## config.mk

```make
export PLATFORM = sky130hd
export DESIGN_NAME = utrf_rx_side
export DESIGN_NICKNAME = d
export VERILOG_FILES = /design/src/hdl/uart_tx_rx_fifo_pair_core_defines.svh /design/src/hdl/utrf_pkg.sv /design/src/hdl/utrf_ram.sv /design/src/hdl/utrf_rx_side.sv
export SDC_FILE = /design/constraint.sdc
export NUM_CORES = 1
export LEC_CHECK = 0
export ABC_AREA = 0
export BUFFER_PORTS_ARGS = -buffer_cell sky130_fd_sc_hd__buf_2
export CAP_MARGIN = 20
export CORE_ASPECT_RATIO = 1.1
export CORE_MARGIN = 2
export CORE_UTILIZATION = 61
export DETAILED_ROUTE_END_ITERATION = 10
export GPL_TIMING_DRIVEN = 0
export PLACE_DENSITY = 0.79
export SETUP_SLACK_MARGIN = 0.15
export SYNTH_ARGS = -nofsm -noshare
export SYNTH_HDL_FRONTEND = slang
export SYNTH_SLANG_ARGS = --single-unit
```

## constraint.sdc

```tcl
create_clock -name clk -period 2.43 [get_ports clk]
set_clock_uncertainty 0.05 [all_clocks]
set_input_delay 0.1215 -clock clk [delete_from_list [all_inputs] [get_ports clk]]
set_output_delay 0.1215 -clock clk [all_outputs]
set_load 0.01 [all_outputs]
```

## src/hdl/uart_tx_rx_fifo_pair_core_defines.svh

```systemverilog
// ----------------------------------------------------------------------------
// UART FIFO pair assertion macros
// Concurrent check wrappers, clocked on clk and disabled during rst.
// ----------------------------------------------------------------------------
`ifndef UART_TX_RX_FIFO_PAIR_CORE_DEFINES_SVH
`define UART_TX_RX_FIFO_PAIR_CORE_DEFINES_SVH

`ifndef SYNTH
// Property holds at every edge out of reset
`define UTRF_ASSERT(name, prop) \
  name: assert property (@(posedge clk) disable iff (rst) (prop)) \
    else $error("utrf check failed");
// Trigger implies consequence on the following edge
`define UTRF_ASSERT_NEXT(name, trig, cons) \
  name: assert property (@(posedge clk) disable iff (rst) (trig) |=> (cons)) \
    else $error("utrf next-cycle check failed");
`else
`define UTRF_ASSERT(name, prop)
`define UTRF_ASSERT_NEXT(name, trig, cons)
`endif

`endif

```

## src/hdl/utrf_pkg.sv

```systemverilog
// ----------------------------------------------------------------------------
// UART FIFO pair package
// Depths, field widths, command codes and the structs passed between units.
// ----------------------------------------------------------------------------
`default_nettype none

package utrf_pkg;

  // FIFO depths
  localparam int TX_DEPTH = 16;
  localparam int RX_DEPTH = 16;

  // Pointer and level widths follow the depths
  localparam int TX_PTR_W = (TX_DEPTH > 1) ? $clog2(TX_DEPTH) : 1;
  localparam int RX_PTR_W = (RX_DEPTH > 1) ? $clog2(RX_DEPTH) : 1;
  localparam int TX_CNT_W = $clog2(TX_DEPTH + 1);
  localparam int RX_CNT_W = (RX_DEPTH > 1) ? $clog2(RX_DEPTH) : 1;

  // Fixed beat field widths
  localparam int CMD_W      = 3;
  localparam int BYTE_W     = 8;
  localparam int TX_LEVEL_W = 5;
  localparam int RX_LEVEL_W = 4;

  typedef enum logic [CMD_W-1:0] {
    CMD_PUT       = 3'd0,
    CMD_GET       = 3'd1,
    CMD_TX_DONE   = 3'd2,
    CMD_RX_ARRIVE = 3'd3,
    CMD_RX_FLUSH  = 3'd4
  } cmd_t;

  // One accepted command beat, broadcast to both FIFO units
  typedef struct packed {
    logic              fire;
    cmd_t              cmd;
    logic [BYTE_W-1:0] data;
  } req_t;

  // Transmit unit result fields
  typedef struct packed {
    logic                  accepted;
    logic                  line_load;
    logic [BYTE_W-1:0]     line_byte;
    logic [TX_LEVEL_W-1:0] level;
    logic                  drive;
  } tx_res_t;

  // Receive unit result fields
  typedef struct packed {
    logic [BYTE_W-1:0]     read_byte;
    logic [RX_LEVEL_W-1:0] level;
  } rx_res_t;

endpackage

`default_nettype wire

```

## src/hdl/utrf_ram.sv

```systemverilog
// ----------------------------------------------------------------------------
// UART FIFO pair generic RAM
// One write port, one read port with enable and registered read data.
// ----------------------------------------------------------------------------
`default_nettype none

module utrf_ram #(
  parameter int WIDTH = 8,
  parameter int DEPTH = 16,
  localparam int ADDR_W = (DEPTH > 1) ? $clog2(DEPTH) : 1
) (
  input  logic              clk,
  input  logic              we,
  input  logic [ADDR_W-1:0] waddr,
  input  logic [WIDTH-1:0]  wdata,
  input  logic              re,
  input  logic [ADDR_W-1:0] raddr,
  output logic [WIDTH-1:0]  rdata
);

  logic [WIDTH-1:0] mem [DEPTH];

  // Write and registered read; read data holds while re is low
  always_ff @(posedge clk) begin
    if (we) begin
      mem[waddr] <= wdata;
    end
    if (re) begin
      rdata <= mem[raddr];
    end
  end

endmodule

`default_nettype wire

```

## src/hdl/utrf_rx_side.sv

```systemverilog
// ----------------------------------------------------------------------------
// UART FIFO pair receive unit
// Receive store, pointers and level; one slot always stays free.
// ----------------------------------------------------------------------------
`default_nettype none

module utrf_rx_side import utrf_pkg::*; (
  input  logic    clk,
  input  logic    rst,
  input  req_t    req,
  output rx_res_t res
);

  localparam logic [RX_PTR_W-1:0] PtrLast = RX_PTR_W'(RX_DEPTH - 1);

  logic [RX_PTR_W-1:0] wr_ptr, wr_ptr_next;
  logic [RX_PTR_W-1:0] rd_ptr, rd_ptr_next;
  logic [RX_CNT_W-1:0] count, count_next;
  logic                hit, hit_next;
  logic [RX_PTR_W-1:0] wr_adv;
  logic [BYTE_W-1:0]   ram_q;
  logic                ram_we;
  logic                ram_re;

  function automatic logic [RX_PTR_W-1:0] wrap_ptr(input logic [RX_PTR_W-1:0] p);
    return (p == PtrLast) ? '0 : p + 1'b1;
  endfunction

  assign wr_adv = wrap_ptr(wr_ptr);
  assign ram_we = req.fire && (req.cmd == CMD_RX_ARRIVE);
  assign ram_re = req.fire && (req.cmd == CMD_GET) && (count != '0);

  // Decode the command into next pointer and level state
  always_comb begin
    wr_ptr_next = wr_ptr;
    rd_ptr_next = rd_ptr;
    count_next  = count;
    hit_next    = 1'b0;
    unique case (req.cmd)
      CMD_GET: begin
        if (count != '0) begin
          hit_next    = 1'b1;
          rd_ptr_next = wrap_ptr(rd_ptr);
          count_next  = count - 1'b1;
        end
      end
      CMD_RX_ARRIVE: begin
        // Drop the byte when the last free slot would be taken
        if (wr_adv != rd_ptr) begin
          wr_ptr_next = wr_adv;
          count_next  = count + 1'b1;
        end
      end
      CMD_RX_FLUSH: begin
        count_next  = '0;
        rd_ptr_next = wr_ptr;
      end
      default: begin
      end
    endcase
  end

  // Hold control state; advance on each accepted beat
  always_ff @(posedge clk) begin
    if (rst) begin
      wr_ptr <= '0;
      rd_ptr <= '0;
      count  <= '0;
      hit    <= 1'b0;
    end else if (req.fire) begin
      wr_ptr <= wr_ptr_next;
      rd_ptr <= rd_ptr_next;
      count  <= count_next;
      hit    <= hit_next;
    end
  end

  utrf_ram #(
    .WIDTH (BYTE_W),
    .DEPTH (RX_DEPTH)
  ) u_store (
    .clk   (clk),
    .we    (ram_we),
    .waddr (wr_ptr),
    .wdata (req.data),
    .re    (ram_re),
    .raddr (rd_ptr),
    .rdata (ram_q)
  );

  // Return zero on a get from an empty FIFO and after any other command
  always_comb begin
    res.read_byte = hit ? ram_q : '0;
    res.level     = RX_LEVEL_W'(count);
  end

endmodule

`default_nettype wire

```

### Yosys cells after proc, flatten, opt, wreduce, memory -nomap -nowiden

Memories as Yosys holds them, arrays and structs flattened. A register that Yosys moved wholly into a read port is not among the register bits.
Cells that the tools add are included.
W data, S select, Z words.

| storage, ports and cells | value |
|---|---|
| memories kept | 1 |
| register bits after elaboration | 13 |
| memory bits (writable) | 128 |
| logic and storage cells | 38 |

| operators by class | value |
|---|---|
| muxes and demuxes | 12 |
| reduce and logical (&&, ||, !) cells | 9 |
| equal/unequal tests | 8 |
| add/sub/neg operators | 4 |

Memory list:

| name | words | width | read ports | clocked after Yosys merged registers in | write ports | RTL line | source |
|---|---|---|---|---|---|---|---|
| u_store.mem | 16 | 8 | 1 | 1 | 1 | utrf_ram.sv:21 | `logic [WIDTH-1:0] mem [DEPTH];` |

Operator list:

| cell | number |
|---|---|
| $mux W4 | 5 |
| $add A4 B1 Y4 const B | 3 |
| $pmux W4 S3 | 1 |
| $eq A4 B4 Y1 const B | 2 |
| $mux W8 | 1 |
| $pmux W4 S2 | 1 |
| $reduce_and A3 Y1 | 2 |
| $mux W1 | 4 |
| $ne A2 B1 Y1 const B | 2 |
| $ne A4 B4 Y1 | 1 |
| $reduce_and A4 Y1 | 1 |
| $reduce_bool A4 Y1 | 1 |
| $sub A4 B1 Y4 const B | 1 |
| $eq A3 B1 Y1 const B | 1 |
| $eq A3 B2 Y1 const B | 1 |
| $eq A3 B3 Y1 const B | 1 |
| $logic_and A1 B1 Y1 | 3 |
| $reduce_bool A3 Y1 | 1 |
| $reduce_bool A2 Y1 | 1 |

### Depth between registers and ports, before layout

| depth | value |
|---|---|
| depth in word-level cells | 5 |
| gate-level depth with buffers | 9 |

### By module

From an unflattened synthesis, not the netlist that was laid out.

| second synthesis, totals | value |
|---|---|
| cells, all modules | 349 |
| area, all modules | 6,243.5 um^2 |

By module, submodules not included:

| module | area an instance (um^2) | cells each | times used |
|---|---|---|---|
| utrf_ram | 5,227.5 | 229 | 1 |
| utrf_rx_side | 1,016.0 | 120 | 1 |

### Worst setup path after synthesis

Ideal clock, no wire load.

| path | value |
|---|---|
| kind | reg-to-reg |
| start | reg wr_ptr[0] |
| end | reg count[3] |
| library setup time | 0.121 ns |
| stages on the path, launching flop included | 7 |
| slack | 0.564 ns |
| data arrival time | 1.695 ns |
| period minus slack after synthesis | 1.866 ns |
| data required time | 2.259 ns |
| cells stage by stage | dfxtp_1 inv_1 ha_1 xnor2_1 and3_4 a31oi_4 mux2_4 |

| between the ends | value |
|---|---|
| word-level cells in the longest chain between the ends | 5 |
| elaborated cells between the ends (all ways) | 6 |

Ends and longest elaborated chain:

| what | RTL line | source |
|---|---|---|
| start, declared | utrf_rx_side.sv:16 | `logic [RX_PTR_W-1:0] wr_ptr, wr_ptr_next;` |
| start signal, assigned | utrf_rx_side.sv:71 | `wr_ptr <= wr_ptr_next;` |
| $add A4 B1 Y4 / $eq A4 B4 Y1 (equally long branches) | utrf_rx_side.sv:26 | `return (p == PtrLast) ? '0 : p + 1'b1;` |
| $mux W4 * | utrf_rx_side.sv:26 |  |
| net wr_adv[1] | utrf_rx_side.sv:20 | `logic [RX_PTR_W-1:0] wr_adv;` |
| $ne A4 B4 Y1 * | utrf_rx_side.sv:49 | `if (wr_adv != rd_ptr) begin` |
| $ne A2 B1 Y1 (no source line) * | n/a |  |
| $reduce_and A4 Y1 (no source line) * | n/a |  |
| end signal, assigned | utrf_rx_side.sv:73 | `count <= count_next;` |
| end, declared | utrf_rx_side.sv:18 | `logic [RX_CNT_W-1:0] count, count_next;` |

The timed path passes the listed nets; every way through them passes the cells marked *.
A chain may end at the register's enable or synchronous reset.

==> impl_metrics.tcl <==
set metrics [dict create \
    syn-num-nets 379 \
    synth-edff-count 136 \
    report.final.slew_viol_count 0 \
    hpwl_um 7890 \
    die_y_um 110 \
    period_share 0.942 \
    rows 38 \
    cts_sinks 149 \
    first_pass_iters 7 \
    p_per_area_nw_per_um2 788 \
    critPathLaunchType "flip-flop" \
    yosysSeqAreaShare 0.693 \
    endpoint_kind "flip-flop" \
    fmax_mhz 437 \
    critical_path.max_fanout 10 \
    gp_congestion 0.877 \
    path_class "flip-flop to flip-flop" \
    register_area_um2 4340 \
    cp.required_ns 2.60 \
    worstMarginPinSlew_ns 1.00 \
    final_common_cell "edfxtp_1" \
    synthCells 357 \
    total_power_uw 5770 \
    diodes 0 \
    synthToLayoutAreaGrowth_pct 16.7 \
    cts_root_buffer "clkbuf_8" \
    initial_core_util 0.631 \
    fp.dieW_um 101 \
    antenna_found_initial 0 \
    hp-class "input pin to flip-flop" \
    dpl_cell_area_um2 6580 \
    grt_util_all_layers 0.249 \
    synth_ff_type "edfxtp_1" \
    first_global_vias 3381 \
    arrival_ns 2.46 \
    clk_path_buf_depth 2 \
    port-buffer-count 25 \
    drc 0 \
    slew_headroom 0.329 \
    status "finished clean" \
    cts_buffers 17 \
    finalHoldViolCount 0 \
    ys_warn_count 0 \
    post-route-cell-area_um2 7320 \
    routed_wl_um 12700 \
    async_reset_ff_frac 0 \
    synth_seq_cells 149 \
    viasPerCell 6.28 \
    grt_max_degree 17 \
    ir_drop_mv 0.511 \
    clk_pin_slew_worst_paths_ns 0.06 \
    cap_viol_max_count 0 \
    grt_first_pass_wirelength_um 19600 \
    wl_per_cell_um 23.1 \
    insertion_delay_ns 0.52 \
    fillers 584 \
    netlist_area_um2 6270 \
    layout_common_cells "136 x edfxtp_1, 32 x buf_2, 32 x mux4_2" \
    p_leak_uw 0.00243 \
    drt_iter0_markers 333 \
    cts_tree "yes" \
    cts_max_level 4 \
    rsz0062_at_grt "false" \
    num_vias 3447 \
    syn_avg_cell_area_um2 17.6 \
    ys_types 42 \
    period_needed_ns 2.29 \
    multiInputGateArea_um2 1790 \
    setup_violations 0 \
    dieArea_um2 11100 \
    postRouteAntennaNets 0 \
    grt_overflow 0 \
    final_util 0.737 \
    drive_gt1_frac 0.266 \
    core_area_um2 9940 \
    ios 26 \
    fin_nets 440 \
]
through the flow:
step / setup WS [ns] / hold WS (ns) / setup TNS (ns) / instances
finish: 0.142 / 0.0454 / 0 / 549
global route: 0.156 / 0.0810 / 0 / 549
CTS: 0.162 / 0.0296 / 0 / 549
detailed placement: 0.0299 / 0.461 / 0 / 507
global placement: -0.183 / 0.451 / -4.61 / 502
floorplan: 0.564 / 0.170 / 0 / 357
cell families after synthesis:
kind of cell               count (synthesis)  synth area share
buffers and inverters                     27            0.0225
muxes                                     51             0.149
AOI/OAI and AO/OA                         38            0.0423
xor gates and xnor gates                   8            0.0124
and+or+nand+nor                           76            0.0642
DFF                                      149             0.693
adders and majority gates                  8            0.0172
sequential cells by signal, indices dropped and copies added, names as in the netlist:
name,flops
wr_ptr,4
rd_ptr,4
count,4
u_store.mem,128
hit,1
u_store.rdata,8
worst max-delay path, cell delays in order, from the launching register on:
cell      delay [ns]
dfxtp_1         0.37
buf_1           0.51
mux4_2          0.41
a211oi_1        0.49
a21oi_1         0.16
routing by layer:
metal  global-route usage  wire, um
met5                    0         0
met4                0.120       361
met3               0.0549       742
met2                0.387      6240
met1                0.340      5350
where the power goes:
group	leakage, uW	internal [uW]	total [uW]	switching, uW
Combinational	0.000816	117	251	135
Sequential	0.00133	2810	2820	10.8
Clock	0.000291	1750	2700	955
Total	0.00243	4670	5770	1100
cells in the mapped netlist (2+ instances only):
cell / n / area [um^2]
a211oi_1: 9 / 67.6
a21o_1: 2 / 15.0
a21oi_1: 17 / 85.1
a31oi_1: 2 / 12.5
and2_1: 8 / 50.1
buf_2: 5 / 25.0
buf_6: 4 / 45.0
clkbuf_1: 8 / 30.0
dfxtp_1: 13 / 260
edfxtp_1: 136 / 4080
ha_1: 7 / 87.6
inv_1: 8 / 30.0
mux2_1: 2 / 22.5
mux2_4: 4 / 60.1
mux2i_1: 13 / 130
mux4_2: 32 / 721
nand2_1: 7 / 26.3
nand2b_1: 7 / 43.8
nand3_1: 2 / 10.0
nor2_1: 23 / 86.3
nor2b_1: 12 / 75.1
nor3_1: 9 / 45.0
nor3b_1: 2 / 15.0
o21ai_1: 2 / 10.0
xnor2_1: 4 / 35.0
xor2_1: 3 / 26.3
path summary, 6_finish.rpt:
check | cells past startpoint | to | slack [ns] | startpoint
min reg2reg | 2 | wr_ptr[0] | 0.52 | wr_ptr[0]
min | 5 | rd_ptr[0] | 0.05 | req[9]
max | 4 | u_store.rdata[3] | 0.14 | rd_ptr[2]
max reg2reg | 4 | u_store.rdata[3] | 0.14 | rd_ptr[2]
final cells by class:
cell class | count | share of cell area
Multi-Input combinational cell | 181 | 0.244
Clock inverter | 11 | 0.0251
Tap cell | 120 | 0.0205
Timing Repair Buffer | 42 | 0.0379
Clock buffer | 19 | 0.0576
Buffer | 19 | 0.0171
Sequential cell | 149 | 0.593
Inverter | 8 | 0.00410
repair_timing:
| item | 4_1_cts | 5_1_grt |
|---|---|---|
| setup endpoints to repair | 0 | 15 |
| gates resized for setup | 0 | 8 |
| buffers inserted | 0 | 0 |
| endpoints found under the hold margin | 132 | 0 |
| hold buffers | 12 | 0 |
Power figures use the tool's default switching activity.
