## config.mk

```make
export PLATFORM = sky130hd
export DESIGN_NAME = utrf_tx_side
export DESIGN_NICKNAME = d
export VERILOG_FILES = /design/src/hdl/uart_tx_rx_fifo_pair_core_defines.svh /design/src/hdl/utrf_pkg.sv /design/src/hdl/utrf_ram.sv /design/src/hdl/utrf_tx_side.sv
export SDC_FILE = /design/constraint.sdc
export NUM_CORES = 1
export LEC_CHECK = 0
export BUFFER_PORTS_ARGS = -buffer_cell sky130_fd_sc_hd__buf_4
export CORE_ASPECT_RATIO = 2
export CORE_MARGIN = 2
export CORE_UTILIZATION = 50
export CTS_BUF_LIST = sky130_fd_sc_hd__clkbuf_4 sky130_fd_sc_hd__clkbuf_8
export DETAILED_ROUTE_END_ITERATION = 8
export PLACE_DENSITY = 0.78
export SYNTH_ARGS = -nofsm -noshare
export SYNTH_HDL_FRONTEND = slang
export SYNTH_HIERARCHICAL = 1
export SYNTH_SLANG_ARGS = --single-unit
```

## constraint.sdc

```tcl
create_clock -name clk -period 3.3 [get_ports clk]
set_input_delay 0.66 -clock clk [delete_from_list [all_inputs] [get_ports clk]]
set_output_delay 0.66 -clock clk [all_outputs]
set_load 0.1 [all_outputs]
```

## src/hdl/uart_tx_rx_fifo_pair_core_defines.svh

```systemverilog
// ----------------------------------------------------------------------------
// UART FIFO pair assertion macros
// Concurrent check wrappers, clocked on clk and disabled during rst.
// ----------------------------------------------------------------------------
`ifndef UART_TX_RX_FIFO_PAIR_CORE_DEFINES_SVH
`define UART_TX_RX_FIFO_PAIR_CORE_DEFINES_SVH

`ifndef SYNTH
// Property holds at every edge out of reset
`define UTRF_ASSERT(name, prop) \
  name: assert property (@(posedge clk) disable iff (rst) (prop)) \
    else $error("utrf check failed");
// Trigger implies consequence on the following edge
`define UTRF_ASSERT_NEXT(name, trig, cons) \
  name: assert property (@(posedge clk) disable iff (rst) (trig) |=> (cons)) \
    else $error("utrf next-cycle check failed");
`else
`define UTRF_ASSERT(name, prop)
`define UTRF_ASSERT_NEXT(name, trig, cons)
`endif

`endif

```

## src/hdl/utrf_pkg.sv

```systemverilog
// ----------------------------------------------------------------------------
// UART FIFO pair package
// Depths, field widths, command codes and the structs passed between units.
// ----------------------------------------------------------------------------
`default_nettype none

package utrf_pkg;

  // FIFO depths
  localparam int TX_DEPTH = 16;
  localparam int RX_DEPTH = 16;

  // Pointer and level widths follow the depths
  localparam int TX_PTR_W = (TX_DEPTH > 1) ? $clog2(TX_DEPTH) : 1;
  localparam int RX_PTR_W = (RX_DEPTH > 1) ? $clog2(RX_DEPTH) : 1;
  localparam int TX_CNT_W = $clog2(TX_DEPTH + 1);
  localparam int RX_CNT_W = (RX_DEPTH > 1) ? $clog2(RX_DEPTH) : 1;

  // Fixed beat field widths
  localparam int CMD_W      = 3;
  localparam int BYTE_W     = 8;
  localparam int TX_LEVEL_W = 5;
  localparam int RX_LEVEL_W = 4;

  typedef enum logic [CMD_W-1:0] {
    CMD_PUT       = 3'd0,
    CMD_GET       = 3'd1,
    CMD_TX_DONE   = 3'd2,
    CMD_RX_ARRIVE = 3'd3,
    CMD_RX_FLUSH  = 3'd4
  } cmd_t;

  // One accepted command beat, broadcast to both FIFO units
  typedef struct packed {
    logic              fire;
    cmd_t              cmd;
    logic [BYTE_W-1:0] data;
  } req_t;

  // Transmit unit result fields
  typedef struct packed {
    logic                  accepted;
    logic                  line_load;
    logic [BYTE_W-1:0]     line_byte;
    logic [TX_LEVEL_W-1:0] level;
    logic                  drive;
  } tx_res_t;

  // Receive unit result fields
  typedef struct packed {
    logic [BYTE_W-1:0]     read_byte;
    logic [RX_LEVEL_W-1:0] level;
  } rx_res_t;

endpackage

`default_nettype wire

```

## src/hdl/utrf_ram.sv

```systemverilog
// ----------------------------------------------------------------------------
// UART FIFO pair generic RAM
// One write port, one read port with enable and registered read data.
// ----------------------------------------------------------------------------
`default_nettype none

module utrf_ram #(
  parameter int WIDTH = 8,
  parameter int DEPTH = 16,
  localparam int ADDR_W = (DEPTH > 1) ? $clog2(DEPTH) : 1
) (
  input  logic              clk,
  input  logic              we,
  input  logic [ADDR_W-1:0] waddr,
  input  logic [WIDTH-1:0]  wdata,
  input  logic              re,
  input  logic [ADDR_W-1:0] raddr,
  output logic [WIDTH-1:0]  rdata
);

  logic [WIDTH-1:0] mem [DEPTH];

  // Write and registered read; read data holds while re is low
  always_ff @(posedge clk) begin
    if (we) begin
      mem[waddr] <= wdata;
    end
    if (re) begin
      rdata <= mem[raddr];
    end
  end

endmodule

`default_nettype wire

```

## src/hdl/utrf_tx_side.sv

```systemverilog
// ----------------------------------------------------------------------------
// UART FIFO pair transmit unit
// Transmit store, pointers, level and driver enable; feeds the line shifter.
// ----------------------------------------------------------------------------
`default_nettype none

module utrf_tx_side import utrf_pkg::*; (
  input  logic    clk,
  input  logic    rst,
  input  req_t    req,
  output tx_res_t res
);

  localparam logic [TX_PTR_W-1:0] PtrLast = TX_PTR_W'(TX_DEPTH - 1);
  localparam logic [TX_CNT_W-1:0] CntFull = TX_CNT_W'(TX_DEPTH);

  logic [TX_PTR_W-1:0] wr_ptr, wr_ptr_next;
  logic [TX_PTR_W-1:0] rd_ptr, rd_ptr_next;
  logic [TX_CNT_W-1:0] count, count_next, count_dec;
  logic                drive, drive_next;
  logic                accepted, accepted_next;
  logic                line_load, line_load_next;
  logic                from_ram, from_ram_next;
  logic [BYTE_W-1:0]   line_data;
  logic [BYTE_W-1:0]   ram_q;
  logic                full;
  logic                ram_we;
  logic                ram_re;

  function automatic logic [TX_PTR_W-1:0] wrap_ptr(input logic [TX_PTR_W-1:0] p);
    return (p == PtrLast) ? '0 : p + 1'b1;
  endfunction

  assign full      = (count == CntFull);
  assign count_dec = (count != '0) ? count - 1'b1 : '0;
  assign ram_we    = req.fire && (req.cmd == CMD_PUT) && !full;
  assign ram_re    = req.fire && (req.cmd == CMD_TX_DONE);

  // Decode the command into next pointer, level and line state
  always_comb begin
    wr_ptr_next    = wr_ptr;
    rd_ptr_next    = rd_ptr;
    count_next     = count;
    drive_next     = drive;
    accepted_next  = 1'b0;
    line_load_next = 1'b0;
    from_ram_next  = 1'b0;
    unique case (req.cmd)
      CMD_PUT: begin
        if (!full) begin
          drive_next    = 1'b1;
          wr_ptr_next   = wrap_ptr(wr_ptr);
          count_next    = count + 1'b1;
          accepted_next = 1'b1;
          // Idle line: the new byte goes straight out
          if (count == '0) begin
            line_load_next = 1'b1;
            rd_ptr_next    = wrap_ptr(rd_ptr);
          end
        end
      end
      CMD_TX_DONE: begin
        count_next = count_dec;
        if (count_dec != '0) begin
          line_load_next = 1'b1;
          from_ram_next  = 1'b1;
          rd_ptr_next    = wrap_ptr(rd_ptr);
        end else begin
          drive_next = 1'b0;
        end
      end
      default: begin
      end
    endcase
  end

  // Hold control state; advance on each accepted beat
  always_ff @(posedge clk) begin
    if (rst) begin
      wr_ptr    <= '0;
      rd_ptr    <= '0;
      count     <= '0;
      drive     <= 1'b0;
      accepted  <= 1'b0;
      line_load <= 1'b0;
      from_ram  <= 1'b0;
    end else if (req.fire) begin
      wr_ptr    <= wr_ptr_next;
      rd_ptr    <= rd_ptr_next;
      count     <= count_next;
      drive     <= drive_next;
      accepted  <= accepted_next;
      line_load <= line_load_next;
      from_ram  <= from_ram_next;
    end
  end

  // Capture the put byte for the idle-line bypass
  always_ff @(posedge clk) begin
    if (req.fire) begin
      line_data <= req.data;
    end
  end

  utrf_ram #(
    .WIDTH (BYTE_W),
    .DEPTH (TX_DEPTH)
  ) u_store (
    .clk   (clk),
    .we    (ram_we),
    .waddr (wr_ptr),
    .wdata (req.data),
    .re    (ram_re),
    .raddr (rd_ptr),
    .rdata (ram_q)
  );

  // Select the line byte from the store or the bypass
  always_comb begin
    res.accepted  = accepted;
    res.line_load = line_load;
    res.line_byte = line_load ? (from_ram ? ram_q : line_data) : '0;
    res.level     = TX_LEVEL_W'(count);
    res.drive     = drive;
  end

endmodule

`default_nettype wire

```

# Yosys cells after proc, flatten, opt, wreduce, memory -nomap -nowiden
# Memory sizes are Yosys's and may differ from the RTL's. A register that Yosys moved wholly into a read port is not among the register bits.
# Index checks and enable logic that the tools add are counted.
# Widths: inputs -> output; s select.
[word_totals] reg_bits=25 elab_cells=58 memories=1 ramBits=128 output_inout_bits=16
[classes] reduce_logical=13 eq_ne=8 mux=23 n_bitwise=1 n_addsub=4
[memory_table] name="u_store.mem" depth=16 word_bits=8 rd=1 rd_clocked_by_memory_dff=1 wr=1 line_no="utrf_ram.sv:21" text="logic [WIDTH-1:0] mem [DEPTH];"
[ops] cell="$mux 4" n=5
[ops] cell="$mux 8" n=2
[ops] cell="$mux 1" n=10
[ops] cell="$mux 5" n=2
[ops] cell="$pmux 5 s2" n=1
[ops] cell="$reduce_bool 5->1" n=2
[ops] cell="$add 4x1->4 const B" n=2
[ops] cell="$eq 4x4->1 const B" n=2
[ops] cell="$pmux 4 s2" n=1
[ops] cell="$reduce_and 3->1" n=2
[ops] cell="$add 5x1->5 const B" n=1
[ops] cell="$eq 5x5->1 const B" n=1
[ops] cell="$logic_not 5->1" n=1
[ops] cell="$reduce_and 5->1" n=1
[ops] cell="$sub 5x1->5 const B" n=1
[ops] cell="$ne 2x1->1 const B" n=2
[ops] cell="$ne 2x2->1 const B" n=2
[ops] cell="$pmux 1 s2" n=2
[ops] cell="$reduce_and 4->1" n=1
[ops] cell="$eq 3x2->1 const B" n=1
[ops] cell="$logic_and 1x1->1" n=3
[ops] cell="$logic_not 3->1" n=1
[ops] cell="$reduce_bool 2->1" n=1
[ops] cell="$logic_not 1->1" n=1
[ops] cell="$not 1->1" n=1

# Longest topological paths before layout
[logic_depth] ltp_word=5 depth_mapped=7 ltp_nobuf=7

# Modules after synthesis
# Netlist, hierarchy kept.
[by_module_without_submodules] module="utrf_ram" instances=1 cells_each=229 seq_area_each_um2=4083.9 area_per_inst_um2=5227.5
[by_module_without_submodules] module="utrf_tx_side" instances=1 cells_each=145 seq_area_each_um2=580.6 area_per_inst_um2=1367.6

# Least setup slack after synthesis
# OpenSTA, ideal clock, no wires.
[synth_timing] path_kind="reg-to-reg" startpoint="register count[0]" endpoint="memory u_store.mem[0][0], enable pin" setup_slack_ns=-0.435 t_arrival_ns=3.351 period_less_slack_ns=3.735 path_buffers=0 path_stages_with_launch=7 path_cell_list="dfxtp_1 -> inv_1 -> ha_1 -> nor3b_1 -> a211oi_2 -> or3b_2 -> nor3_1"
[synth_via] elab_chain_len=5
[synth_lines] item="start: declaration" line_no="utrf_tx_side.sv:19" text="logic [TX_CNT_W-1:0] count, count_next, count_dec;"
[synth_lines] item="start signal: assignment" line_no="utrf_tx_side.sv:90" text="count <= count_next;"
[synth_lines] item="$eq 5x5->1" line_no="utrf_tx_side.sv:34" text="assign full = (count == CntFull);"
[synth_lines] item="$logic_not 1->1"
[synth_lines] item="$logic_and 1x1->1" line_no="utrf_tx_side.sv:36" text="assign ram_we = req.fire && (req.cmd == CMD_PUT) && !full;"
[synth_lines] item="named net ram_we" line_no="utrf_tx_side.sv:27" text="logic ram_we;"
[synth_lines] item="$mux 1" line_no="utrf_ram.sv:25" text="if (we) begin"
[synth_lines] item="$mux 1 (implied by the code)" line_no="utrf_ram.sv:26" text="mem[waddr] <= wdata;"
[synth_lines] item="end: declaration" line_no="utrf_ram.sv:21"
# The timed path passes the listed nets, and every way through them passes these cells.

# Final worst setup path
[layout_timing] startpoint="register count[0]" endpoint="memory u_store.mem[0][5], enable pin"
# Same word-level chain as after synthesis.

==> impl_metrics.env <==
export IMPL_path_class="register to register"
export IMPL_fin_crit_ps=2739
export IMPL_cts_path_max_buffers=2
export IMPL_regArea_um2=4669
export IMPL_synth_ff_type="edfxtp_1"
export IMPL_yosys_cell_count_top_type="edfxtp_1"
export IMPL_numCtsBuffers=17
export IMPL_synth_warnings=6
export IMPL_htree_levels=4
export IMPL_fin_crit_sh=0.8300
export IMPL_nFillCells=954
export IMPL_cellLeakagePower_nw=2.423
export IMPL_status="completed"
export IMPL_rsz0062_at_grt="false"
export IMPL_final_cells=588
export IMPL_grt_pass1_wl_mm=20.33
export IMPL_grt_usage=0.1978
export IMPL_grtUsageMet1=0.1917
export IMPL_async_reset_ff_frac=0
export IMPL_gr_total_overflow=0
export IMPL_hpwlAfterDp_mm=9.322
export IMPL_synth_avg_cell_area_um2=17.63
export IMPL_placedCellCount=556
export IMPL_finClkSkew_ps=9.063
export IMPL_busiest_layer="met2"
export IMPL_cp_required_ps=3380
export IMPL_initial_core_util=0.5105
export IMPL_antenna_found_initial=0
export IMPL_synth_ff_latch_count=161
export IMPL_reg2reg_slack_ps=560
export IMPL_cts_sinks=161
export IMPL_vias=3506
export IMPL_setup_viol=0
export IMPL_start_kind="register"
export IMPL_finalSetupTns_ps=0
export IMPL_cp_data_arrival_time_ps=2820
export IMPL_drc=0
export IMPL_routedWlPerCell_um=22.17
export IMPL_hold_viol_final=0
export IMPL_dieWidth_um=85.21
export IMPL_maxCapViolCount=0
export IMPL_routed_wl_mm=13.04
export IMPL_drive_gt1_frac=0.2477
export IMPL_clock_latency_ps=450
export IMPL_critPathMaxFanout=8
export IMPL_ys_top_cells_by_count="edfxtp_1, nor2_1, mux4_2, dfxtp_1, nand2_1"
export IMPL_relSlewSlack=0.4608
export IMPL_synth_area_leaders="edfxtp_1, mux4_2, mux4_1"
export IMPL_core_rowCount=59
export IMPL_cts_hold_buf=0
export IMPL_ys_seq_area_frac=0.7073
export IMPL_slew_violations=0
export IMPL_endpoint_kind="register"
export IMPL_first_global_vias=3746
export IMPL_maxClockFrequency_ghz=0.3651
export IMPL_synth_nets=392
export IMPL_drtIter0Drc=200
export IMPL_n_antenna_cell=0
export IMPL_clockRootBuffer="clkbuf_8"
export IMPL_fin_util=0.5735
export IMPL_port_buffers=29
export IMPL_cts_resized=0
export IMPL_power_density_nw_per_um2=516.2
export IMPL_fp_dieArea_um2=14180
export IMPL_gp_congestion=0.8808
export IMPL_nets=441
export IMPL_grtUsageMet3=0.05154
export IMPL_drt_first_pass_iters=4
export IMPL_multi_input_area_um2=1770
export IMPL_synth_edf_count=144
export IMPL_ys_types=44
export IMPL_die_h_um=166.4
export IMPL_cts_clk_slew_worst_paths_ps=90
export IMPL_max_vdd_ir_drop_mv=0.3356
export IMPL_hp_class="register to register"
export IMPL_ant_nets=0
export IMPL_viasPerCell=5.963
export IMPL_syn_inst=374
export IMPL_yosys_area_top_type="edfxtp_1"
export IMPL_cts_tree="yes"
export IMPL_grt_max_degree=26
export IMPL_post_cts_buffers=0
export IMPL_syn2layout_area_growth_pct=12.33
export IMPL_io_pins=30
export IMPL_synth_top_cell_area_share=0.6557
export IMPL_worst_pin_slew_ps=808.7
export IMPL_netlist_area_um2=6595
export IMPL_use_met2=0.3587
export IMPL_coreArea_um2=12920
==> report_power, final <==
group / internal, mW / switching [mW] / total (mW)
Combinational: 0.0724 / 0.131 / 0.203
Sequential: 2.23 / 0.0191 / 2.25
Clock: 0.623 / 0.748 / 1.37
Total: 2.93 / 0.898 / 3.82
==> sequential cells by signal, summed over array words and instances (netlist names) <==
register       cells
drive              1
line_data          8
rd_ptr             4
line_load          1
u_store/mem      128
count              5
wr_ptr             4
from_ram           1
accepted           1
u_store/rdata      8
==> layout make-up <==
class,count,area share
clock inverters,15,0.02027
clock buffers,17,0.03158
multi-input cells,187,0.2390
repair buffers,49,0.04965
well taps,152,0.02567
flip-flops and latches,161,0.6303
inverters,7,0.003547
==> per-stage QoR <==
stage	hold WS (ps)	setup slack (ps)	total power, mW	cell area, um2
finish	487.9	561.1	3.824	7408
global route	481.8	391.5	3.943	7408
CTS	485.3	541.0	3.859	7408
detailed placement	488.9	286.0	2.501	7024
global placement	470.6	420.3	2.496	7024
floorplan	448.7	187.0	2.425	6604
==> routing by layer <==
layer | vias up | wire, um
met5 | - | 0
met4 | 0 | 817
met3 | 37 | 497
met1 | 1760 | 4304
li1 | 1600 | -
met2 | 109 | 7418
==> final timing paths <==
kind	cells past startpoint	end	start
max	6	u_store/mem[0][5]	count[0]
min	2	drive	drive
max reg2reg	6	u_store/mem[0][5]	count[0]
min reg2reg	2	drive	drive
==> critical path, stage by stage, from the launching register on <==
cell and delay, ps:
dfxtp_2 400, inv_1 70, ha_1 280, nor3b_1 230, a211oi_2 340, or3b_2 540, nor3_2 520
==> cells in the final DEF (no fill, tap or decap), drive strengths merged, types with 2 or more instances in the layout <==
master and count:
a211oi 3, a21oi 14, a22oi 16, a31oi 3
and2 2, buf 49, clkbuf 17, clkinv 4
dfxtp 17, edfxtp 144, ha 4, inv 16
mux2i 12, mux4 32, nand2 17, nand2b 5
nand3 4, nand3b 2, nor2 20, nor2b 12
nor3 8, nor3b 3, o21ai 8, o31ai 2
or3 4, or3b 2, xnor2 2
==> kinds of logic (layout without fill, tap and decap cells) <==
kind of cell / count (synthesis) / after routing / synth area share
DFF: 161 / 161 / 0.7073
and+or+nand+nor: 84 / 84 / 0.06792
AOI/OAI and AO/OA: 51 / 51 / 0.05104
muxes: 45 / 45 / 0.1372
buffers and inverters: 26 / 88 / 0.02504
adders and majority gates: 4 / 4 / 0.007589
xor gates and xnor gates: 3 / 3 / 0.003985
(Power assumes the default switching activity.)
